### src/rtl/core/prescaled_reload_down_timer_assert.svh
// Assertion macros for the prescaled reload down timer.
// Included by RTL files that check their own logic; needs clk_i and rst_ni in scope.
`ifndef PRESCALED_RELOAD_DOWN_TIMER_ASSERT_SVH
`define PRESCALED_RELOAD_DOWN_TIMER_ASSERT_SVH

`ifndef NO_ASSERTIONS

`define PRDT_ASSERT(lbl, prop) \
  lbl: assert property (@(posedge clk_i) disable iff (!rst_ni) prop) \
    else $error("prdt assertion failed");

`define PRDT_ASSERT_MSG(lbl, prop, msg) \
  lbl: assert property (@(posedge clk_i) disable iff (!rst_ni) prop) \
    else $error(msg);

`else

`define PRDT_ASSERT(lbl, prop)

`define PRDT_ASSERT_MSG(lbl, prop, msg)

`endif

`endif

### src/rtl/core/prdt_pkg.sv
// Shared types, codes and helpers for the prescaled reload down timer.
// No dependencies; used by every module of the block.
package prdt_pkg;

  localparam int unsigned DATA_W      = 16;
  localparam int unsigned PRESCALER_W = 8;
  localparam int unsigned DIV_SEL_W   = 2;
  localparam int unsigned DIV_CNT_W   = 4;
  localparam int unsigned CTL_W       = 5;
  localparam int unsigned CFG_DATA_W  = 8;
  localparam int unsigned CFG_ADDR_W  = 1;
  localparam int unsigned IN_TDATA_W  = 24;
  localparam int unsigned OUT_TDATA_W = 24;

  // Control register bit positions.
  localparam int unsigned CTL_START_BIT  = 0;
  localparam int unsigned CTL_MANUAL_BIT = 1;
  localparam int unsigned CTL_RELOAD_BIT = 3;

  typedef enum logic [1:0] {
    OP_TICK  = 2'd0,
    OP_WRITE = 2'd1,
    OP_READ  = 2'd2
  } op_e;

  typedef enum logic [1:0] {
    REG_CONTROL = 2'd0,
    REG_BUFFER  = 2'd1,
    REG_COUNT   = 2'd2
  } reg_sel_e;

  typedef enum logic [CFG_ADDR_W-1:0] {
    CFG_PRESCALER  = 1'b0,
    CFG_DIV_SELECT = 1'b1
  } cfg_idx_e;

  typedef struct packed {
    logic [DATA_W-1:0] write_data;
    reg_sel_e          reg_select;
    op_e               op;
  } item_t;

  typedef struct packed {
    logic              running;
    logic              expired;
    logic [DATA_W-1:0] read_data;
  } result_t;

  // Terminal count of the divider stage: divide by 2^(sel+1).
  function automatic logic [DIV_CNT_W-1:0] div_limit(logic [DIV_SEL_W-1:0] sel);
    logic [DIV_CNT_W-1:0] lim;
    case (sel)
      2'd0:    lim = 4'd1;
      2'd1:    lim = 4'd3;
      2'd2:    lim = 4'd7;
      default: lim = 4'd15;
    endcase
    return lim;
  endfunction

endpackage

### src/rtl/core/prdt_tick_gen.sv
// Prescaler and power-of-two divider that turn clock-tick beats into timer ticks.
// Depends on prdt_pkg.
module prdt_tick_gen #(
  parameter int unsigned PRESCALE_WIDTH = 8
) (
  input  logic                                 clk_i,
  input  logic                                 rst_ni,
  input  logic                                 tick_en_i,
  input  logic [prdt_pkg::PRESCALER_W-1:0]     prescaler_i,
  input  logic [prdt_pkg::DIV_SEL_W-1:0]       div_select_i,
  output logic                                 fire_o
);

  localparam int unsigned LIM_W =
    (PRESCALE_WIDTH > prdt_pkg::PRESCALER_W) ? PRESCALE_WIDTH : prdt_pkg::PRESCALER_W;

  logic [PRESCALE_WIDTH-1:0]          pre_cnt_q, pre_cnt_d;
  logic [prdt_pkg::DIV_CNT_W-1:0]     div_cnt_q, div_cnt_d;
  logic [LIM_W-1:0]                   pre_limit;
  logic                               pre_wrap;
  logic                               div_wrap;

  // The prescaler value is masked to the counter width, as the count itself is.
  assign pre_limit = LIM_W'(prescaler_i) & LIM_W'({PRESCALE_WIDTH{1'b1}});
  assign pre_wrap  = LIM_W'(pre_cnt_q) >= pre_limit;
  assign div_wrap  = div_cnt_q >= prdt_pkg::div_limit(div_select_i);

  always_comb begin
    pre_cnt_d = pre_cnt_q;
    div_cnt_d = div_cnt_q;
    if (tick_en_i) begin
      if (pre_wrap) begin
        pre_cnt_d = '0;
        div_cnt_d = div_wrap ? '0 : div_cnt_q + 1'b1;
      end else begin
        pre_cnt_d = pre_cnt_q + 1'b1;
      end
    end
  end

  assign fire_o = tick_en_i && pre_wrap && div_wrap;

  always_ff @(posedge clk_i or negedge rst_ni) begin
    if (!rst_ni) begin
      pre_cnt_q <= '0;
      div_cnt_q <= '0;
    end else begin
      pre_cnt_q <= pre_cnt_d;
      div_cnt_q <= div_cnt_d;
    end
  end

endmodule

### src/rtl/core/prdt_counter.sv
// Timer register file and down counter: control bits, count buffer, reload logic.
// Depends on prdt_pkg.
module prdt_counter #(
  parameter int unsigned COUNT_WIDTH = 16
) (
  input  logic              clk_i,
  input  logic              rst_ni,
  input  logic              step_i,
  input  prdt_pkg::item_t   item_i,
  input  logic              fire_i,
  output prdt_pkg::result_t result_o
);

  localparam int unsigned DW = prdt_pkg::DATA_W;
  localparam int unsigned XW = (COUNT_WIDTH > DW) ? COUNT_WIDTH : DW;

  logic [prdt_pkg::CTL_W-1:0] ctl_q, ctl_d;
  logic [COUNT_WIDTH-1:0]     buf_q, buf_d;
  logic [COUNT_WIDTH-1:0]     cnt_q, cnt_d;
  logic [COUNT_WIDTH-1:0]     cnt_dec;
  logic                       expired;
  logic [DW-1:0]              read_data;

  assign cnt_dec = cnt_q - 1'b1;

  always_comb begin
    ctl_d     = ctl_q;
    buf_d     = buf_q;
    cnt_d     = cnt_q;
    expired   = 1'b0;
    read_data = '0;
    case (item_i.op)
      prdt_pkg::OP_TICK: begin
        if (fire_i) begin
          if (ctl_q[prdt_pkg::CTL_MANUAL_BIT]) begin
            cnt_d = buf_q;
          end else if (ctl_q[prdt_pkg::CTL_START_BIT]) begin
            if (cnt_q == '0) begin
              // A tick that finds the counter already at zero does not flag expiry; it reloads only if reload is set.
              if (ctl_q[prdt_pkg::CTL_RELOAD_BIT]) cnt_d = buf_q;
            end else if (cnt_dec == '0) begin
              expired = 1'b1;
              cnt_d   = ctl_q[prdt_pkg::CTL_RELOAD_BIT] ? buf_q : cnt_dec;
            end else begin
              cnt_d = cnt_dec;
            end
          end
        end
      end
      prdt_pkg::OP_WRITE: begin
        case (item_i.reg_select)
          prdt_pkg::REG_CONTROL: ctl_d = item_i.write_data[prdt_pkg::CTL_W-1:0];
          prdt_pkg::REG_BUFFER:  buf_d = COUNT_WIDTH'(XW'(item_i.write_data));
          default: ;
        endcase
        if (ctl_d[prdt_pkg::CTL_MANUAL_BIT]) cnt_d = buf_d;
      end
      prdt_pkg::OP_READ: begin
        case (item_i.reg_select)
          prdt_pkg::REG_CONTROL: read_data = DW'(ctl_q);
          prdt_pkg::REG_BUFFER:  read_data = DW'(XW'(buf_q));
          prdt_pkg::REG_COUNT:   read_data = DW'(XW'(cnt_q));
          default:               read_data = '0;
        endcase
      end
      default: ;
    endcase
  end

  assign result_o.read_data = read_data;
  assign result_o.expired   = expired;
  assign result_o.running   = ctl_d[prdt_pkg::CTL_START_BIT];

  always_ff @(posedge clk_i or negedge rst_ni) begin
    if (!rst_ni) begin
      ctl_q <= '0;
      buf_q <= '0;
      cnt_q <= '0;
    end else if (step_i) begin
      ctl_q <= ctl_d;
      buf_q <= buf_d;
      cnt_q <= cnt_d;
    end
  end

endmodule

### src/rtl/core/prescaled_reload_down_timer.sv
// Prescaled auto-reload down timer, top level with input and result registers.
// A beat accepted into the input register moves on to the result register once that is free or being read.
// Throughput: one beat per cycle while the result side does not stall.
// Reset (rst_ni low, asynchronous): counts, buffer, control and config clear.
// Depends on prdt_pkg, prdt_tick_gen, prdt_counter and the assertion header.
`include "prescaled_reload_down_timer_assert.svh"

module prescaled_reload_down_timer #(
  parameter int unsigned COUNT_WIDTH    = 16,
  parameter int unsigned PRESCALE_WIDTH = 8
) (
  input  logic                                clk_i,
  input  logic                                rst_ni,
  // Fields from bit 0: op[1:0], reg_select[3:2], write_data[19:4], zero pad.
  input  logic [prdt_pkg::IN_TDATA_W-1:0]     s_axis_tdata_i,
  input  logic                                s_axis_tvalid_i,
  output logic                                s_axis_tready_o,
  // Fields from bit 0: read_data[15:0], expired[16], running[17], zero pad.
  output logic [prdt_pkg::OUT_TDATA_W-1:0]    m_axis_tdata_o,
  output logic                                m_axis_tvalid_o,
  input  logic                                m_axis_tready_i,
  input  logic                                cfg_we_i,
  input  logic [prdt_pkg::CFG_ADDR_W-1:0]     cfg_addr_i,
  input  logic [prdt_pkg::CFG_DATA_W-1:0]     cfg_wdata_i
);

  logic                                in_valid_q;
  prdt_pkg::item_t                     item_q;
  logic                                out_valid_q;
  prdt_pkg::result_t                   res_q;
  prdt_pkg::result_t                   res;
  logic                                advance;
  logic                                in_fire;
  logic                                fire;
  logic [prdt_pkg::PRESCALER_W-1:0]    prescaler_q;
  logic [prdt_pkg::DIV_SEL_W-1:0]      div_select_q;

  assign advance         = in_valid_q && (!out_valid_q || m_axis_tready_i);
  assign s_axis_tready_o = !in_valid_q || advance;
  assign in_fire         = s_axis_tvalid_i && s_axis_tready_o;

  always_ff @(posedge clk_i or negedge rst_ni) begin
    if (!rst_ni) begin
      prescaler_q  <= '0;
      div_select_q <= '0;
    end else if (cfg_we_i) begin
      case (prdt_pkg::cfg_idx_e'(cfg_addr_i))
        prdt_pkg::CFG_PRESCALER:  prescaler_q  <= cfg_wdata_i;
        prdt_pkg::CFG_DIV_SELECT: div_select_q <= cfg_wdata_i[prdt_pkg::DIV_SEL_W-1:0];
        default: ;
      endcase
    end
  end

  always_ff @(posedge clk_i or negedge rst_ni) begin
    if (!rst_ni) begin
      in_valid_q  <= 1'b0;
      out_valid_q <= 1'b0;
    end else begin
      if (in_fire) begin
        in_valid_q <= 1'b1;
      end else if (advance) begin
        in_valid_q <= 1'b0;
      end
      if (advance) begin
        out_valid_q <= 1'b1;
      end else if (m_axis_tready_i) begin
        out_valid_q <= 1'b0;
      end
    end
  end

  always_ff @(posedge clk_i) begin
    if (in_fire) begin
      item_q.op         <= prdt_pkg::op_e'(s_axis_tdata_i[1:0]);
      item_q.reg_select <= prdt_pkg::reg_sel_e'(s_axis_tdata_i[3:2]);
      item_q.write_data <= s_axis_tdata_i[19:4];
    end
    if (advance) begin
      res_q <= res;
    end
  end

  prdt_tick_gen #(
    .PRESCALE_WIDTH (PRESCALE_WIDTH)
  ) u_tick_gen (
    .clk_i        (clk_i),
    .rst_ni       (rst_ni),
    .tick_en_i    (advance && (item_q.op == prdt_pkg::OP_TICK)),
    .prescaler_i  (prescaler_q),
    .div_select_i (div_select_q),
    .fire_o       (fire)
  );

  prdt_counter #(
    .COUNT_WIDTH (COUNT_WIDTH)
  ) u_counter (
    .clk_i    (clk_i),
    .rst_ni   (rst_ni),
    .step_i   (advance),
    .item_i   (item_q),
    .fire_i   (fire),
    .result_o (res)
  );

  assign m_axis_tvalid_o = out_valid_q;
  assign m_axis_tdata_o  = {6'd0, res_q.running, res_q.expired, res_q.read_data};

  // Expiry can only come out of a clock-tick beat that fired the divider chain.
  `PRDT_ASSERT(a_expired_from_tick, advance && res.expired |-> fire && (item_q.op == prdt_pkg::OP_TICK))
  // Read data is zero for anything but a read beat.
  `PRDT_ASSERT(a_rdata_only_on_read, advance && (item_q.op != prdt_pkg::OP_READ) |-> res.read_data == '0)
  // Input side only stalls when both the input and result registers are full and blocked.
  `PRDT_ASSERT_MSG(a_stall_only_when_full, !s_axis_tready_o |-> in_valid_q && out_valid_q && !m_axis_tready_i, "prdt input stalled while a stage was free")
  // A beat that moves to the result register is presented in the next cycle.
  `PRDT_ASSERT(a_advance_gives_result, advance |=> m_axis_tvalid_o)

endmodule

### config.mk
export PLATFORM = sky130hd
export DESIGN_NAME = prescaled_reload_down_timer
export DESIGN_NICKNAME = d
export VERILOG_FILES = /design/src/rtl/core/prdt_pkg.sv /design/src/rtl/core/prdt_tick_gen.sv /design/src/rtl/core/prdt_counter.sv /design/src/rtl/core/prescaled_reload_down_timer.sv
export VERILOG_INCLUDE_DIRS = /design/src /design/src/rtl/core
export SDC_FILE = /design/constraint.sdc
export NUM_CORES = 1
export LEC_CHECK = 0
export BUFFER_PORTS_ARGS = -buffer_cell sky130_fd_sc_hd__buf_2
export CAP_MARGIN = 20
export CORE_ASPECT_RATIO = 0.5
export CORE_MARGIN = 5
export CORE_UTILIZATION = 58
export CTS_CLUSTER_DIAMETER = 150
export CTS_CLUSTER_SIZE = 28
export DETAILED_ROUTE_END_ITERATION = 8
export PLACE_DENSITY = 0.86
export SKIP_CTS_REPAIR_TIMING = 1
export SYNTH_ARGS = -nofsm -noshare
export SYNTH_HDL_FRONTEND = slang
export SYNTH_SLANG_ARGS = --single-unit
export TNS_END_PERCENT = 10
### constraint.sdc
create_clock -name clk_i -period 3.6 [get_ports clk_i]
set_input_delay 0.18 -clock clk_i [delete_from_list [all_inputs] [get_ports clk_i]]
set_output_delay 0.18 -clock clk_i [all_outputs]
set_load 0.02 [all_outputs]
==> results.yml <==
status:
  status: "completed"
worst_setup_path:
  reg2reg_to: "u_counter.cnt_q[0]$_DFFE_PN0P_"
  critical_path_class: "register to register"
  cpPeakStageDelay_ps: 490
  slowest_stage: "dfrtp_1"
  end_kind: "register"
  cp_max_fo: 11
  reg2regPathDepth: 10
  crit_chain: "inv_1, ha_1, or3b_4, o31ai_4, or4b_1, nor4_2, or2_1, buf_4, nor4_1, a211o_1"
  worstSetupStartpoint: "u_counter.cnt_q[0]$_DFFE_PN0P_"
  crit_required_ps: 3830
  r2r_slack_ps: 370
  crit_end: "u_counter.cnt_q[0]$_DFFE_PN0P_"
  cp_data_arrival_time_ps: 3460
  r2r_start: "u_counter.cnt_q[0]$_DFFE_PN0P_"
  startpoint_type: "register"
worst_hold_path:
  hold_start: "s_axis_tdata_i[1]"
  hp-class: "input pin to register"
placement:
  dp.cells: 622
  gp_congestion: 0.865
  port_buffers: 53
  hpwl_um: 7600
global_routing:
  grt_overflow: 0
  grt_max_degree: 35
  antenna_found_initial: 0
  grt_pass1_vias: 3624
  track_usage_pct: 21.8
  grt_pass1_wl_um: 18700
cts:
  cts.path.max_buffers: 2
  root_buffer: "clkbuf_16"
  cts_tree: "yes"
  insertion_delay_ps: 350
  cts_inserted_buffers: 9
  clk_pin_slew_ps: 60
  htreeDepth: 3
  clock-sinks: 99
power:
  power_density_nw_per_um2: 680
  vdd_ir_drop_max_mv: 0.313
  power.leakage_nw: 2.52
sta:
  maxSlewHeadroom_pct: 29.2
  min_period_ps: 3230
  worst-slew-pin-transition_ps: 1060
  max_freq_ghz: 0.310
  fin_setup_tns_ps: 0
  setup_violations: 0
  finalHoldViolCount: 0
  finalClockSkew_ps: 4.21
  drv_slew: 0
  period_share_pct: 89.7
  grt_setup_unrepaired: "false"
route:
  viasPerCell: 5.89
  vias: 3818
  dr.pass1.iters: 6
  wire_per_inst_um: 17.3
  detail-route-antenna-nets: 0
  drt-total-wl_um: 11200
  drc_errors: 0
  drt_iter0_markers: 370
die:
  fp.dieW_um: 142
  die_height_um: 76.0
  placeableCoreArea_um2: 8590
  rows: 24
  io_pins: 64
  start_util_pct: 58.8
  die_area_um2: 10800
cells_and_area:
  syn_to_final_growth_pct: 15.8
  drive_above_1_share_pct: 23.9
  fin_nets: 580
  num_antenna_cells: 0
  final_util_pct: 68.1
  layoutNonFillerInstCount: 648
  layout_commonest_cell: "dfrtp_1"
  mostFrequentLayoutCells: "dfrtp_1 (61), buf_2 (53), nor2_1 (52)"
logic_synthesis:
  synth_top_area_share_pct: 30.2
  ys_warn_count: 0
  syn_avg_cell_area_um2: 10.8
  synth_seq_cells: 99
  ys_types: 52
  ys_top_cells_by_area: "dfrtp_1 (30%), edfxtp_1 (23%), mux2_2 (5.6%)"
  yosys.area.top_type: "dfrtp_1"
  synth_edf_count: 38
  netlist_instances: 468
  synth_top_flop_cell: "dfrtp_1"
  seq_area_frac_synth_pct: 52.8
  ys_async_sr_fraction_pct: 61.6
  syn-cell-area_um2: 5050
job:
  max_cap_viol_count: 0
==> per-layer routing <==
metal | routed length (µm) | vias to the layer above | track usage [%] | part of all wire (%)
met5 | 0 | - | 0 | 0
met1 | 4930 | 1844 | 30.6 | 44
met2 | 5180 | 170 | 34.0 | 46
li1 | - | 1786 | - | -
met3 | 904 | 18 | 5.08 | 8.1
met4 | 169 | 0 | 6.23 | 1.5
==> registers in the layout (all words and copies together) (netlist names) <==
| register | count |
|---|---|
| m_axis_tdata_o | 18 |
| m_axis_tvalid_o | 1 |
| u_tick_gen.pre_cnt_q | 8 |
| u_counter.cnt_q | 16 |
| u_tick_gen.div_cnt_q | 4 |
| u_counter.buf_q | 16 |
| div_select_q | 2 |
| prescaler_q | 8 |
| in_valid_q | 1 |
| item_q | 20 |
| u_counter.ctl_q | 5 |
==> critical path: cells and delay by family, from the launching register on <==
kind	cells	cell delay, ps
adders and majority gates	1	300
and+or+nand+nor	5	1570
AOI/OAI and AO/OA	2	470
buffers and inverters	2	290
DFF	1	490
==> cell families (layout without fill, tap and decap cells) <==
family | count (synthesis) | in the layout | synth area share, %
fa+ha+maj | 16 | 16 | 3.96
compound gates | 95 | 95 | 13.9
xor+xnor | 13 | 13 | 2.25
other cells | 1 | 6 | 0.0742
flops | 99 | 99 | 52.8
buf+inv | 45 | 103 | 4.38
simple gates | 169 | 169 | 16.1
mux | 30 | 30 | 6.56
==> cell type report <==
cell class                 count  area [µm²]
clock buffer                  11         253
clock inverter                 5        98.8
fill                         642        2740
inverter                      13        48.8
multi-input combinational    329        2190
sequential                    99        2670
tap                          117         146
timing repair buffer          74         448
==> metrics by stage <==
step | worst slack [ps] | hold slack [ps] | power, mW | instance area (µm²)
6_report | 370 | 3.20 | 3.98 | 5850
5_1_grt | 158 | 1.23 | 4.21 | 5850
4_1_cts | 420 | -131 | 3.96 | 5750
3_5_place_dp | 474 | 233 | 2.82 | 5400
3_3_place_gp | 510 | 232 | 2.76 | 5400
2_1_floorplan | 618 | -116 | 2.55 | 5070
==> report_power, final <==
group          total (mW)  internal [mW]  switching [mW]
Sequential           1.69           1.40           0.288
Clock                1.12          0.713           0.408
Combinational        1.17          0.518           0.652
==> worst min-delay path by stage <==
stage / to / slack, ps / depth (start not counted)
2_1_floorplan: div_select_q[0]$_DFFE_PN0P_ / -120 / 0
3_3_place_gp: u_counter.buf_q[4]$_DFFE_PN0P_ / 230 / 1
3_5_place_dp: u_counter.cnt_q[4]$_DFFE_PN0P_ / 230 / 1
4_1_cts: u_counter.cnt_q[4]$_DFFE_PN0P_ / -130 / 1
5_1_grt: item_q[1]$_DFFE_PP_ / 1 / 1
6_report: item_q[1]$_DFFE_PP_ / 3 / 1
==> Yosys cell counts, types with 5 or more instances <==
cell	count
or4_1	5
nand2b_1	10
ha_1	16
buf_4	6
o31ai_1	8
nor3_1	6
buf_2	5
a21oi_1	14
xor2_1	9
o22ai_1	8
o21ai_0	25
o31ai_2	10
mux2i_1	5
inv_1	13
nor2_1	52
nand2_1	49
edfxtp_1	38
nand3_1	10
mux2_2	25
a22oi_1	11
nor4_1	6
clkbuf_1	19
o22ai_2	6
dfrtp_1	61
nor2b_1	7
(Power assumes the default switching activity.)
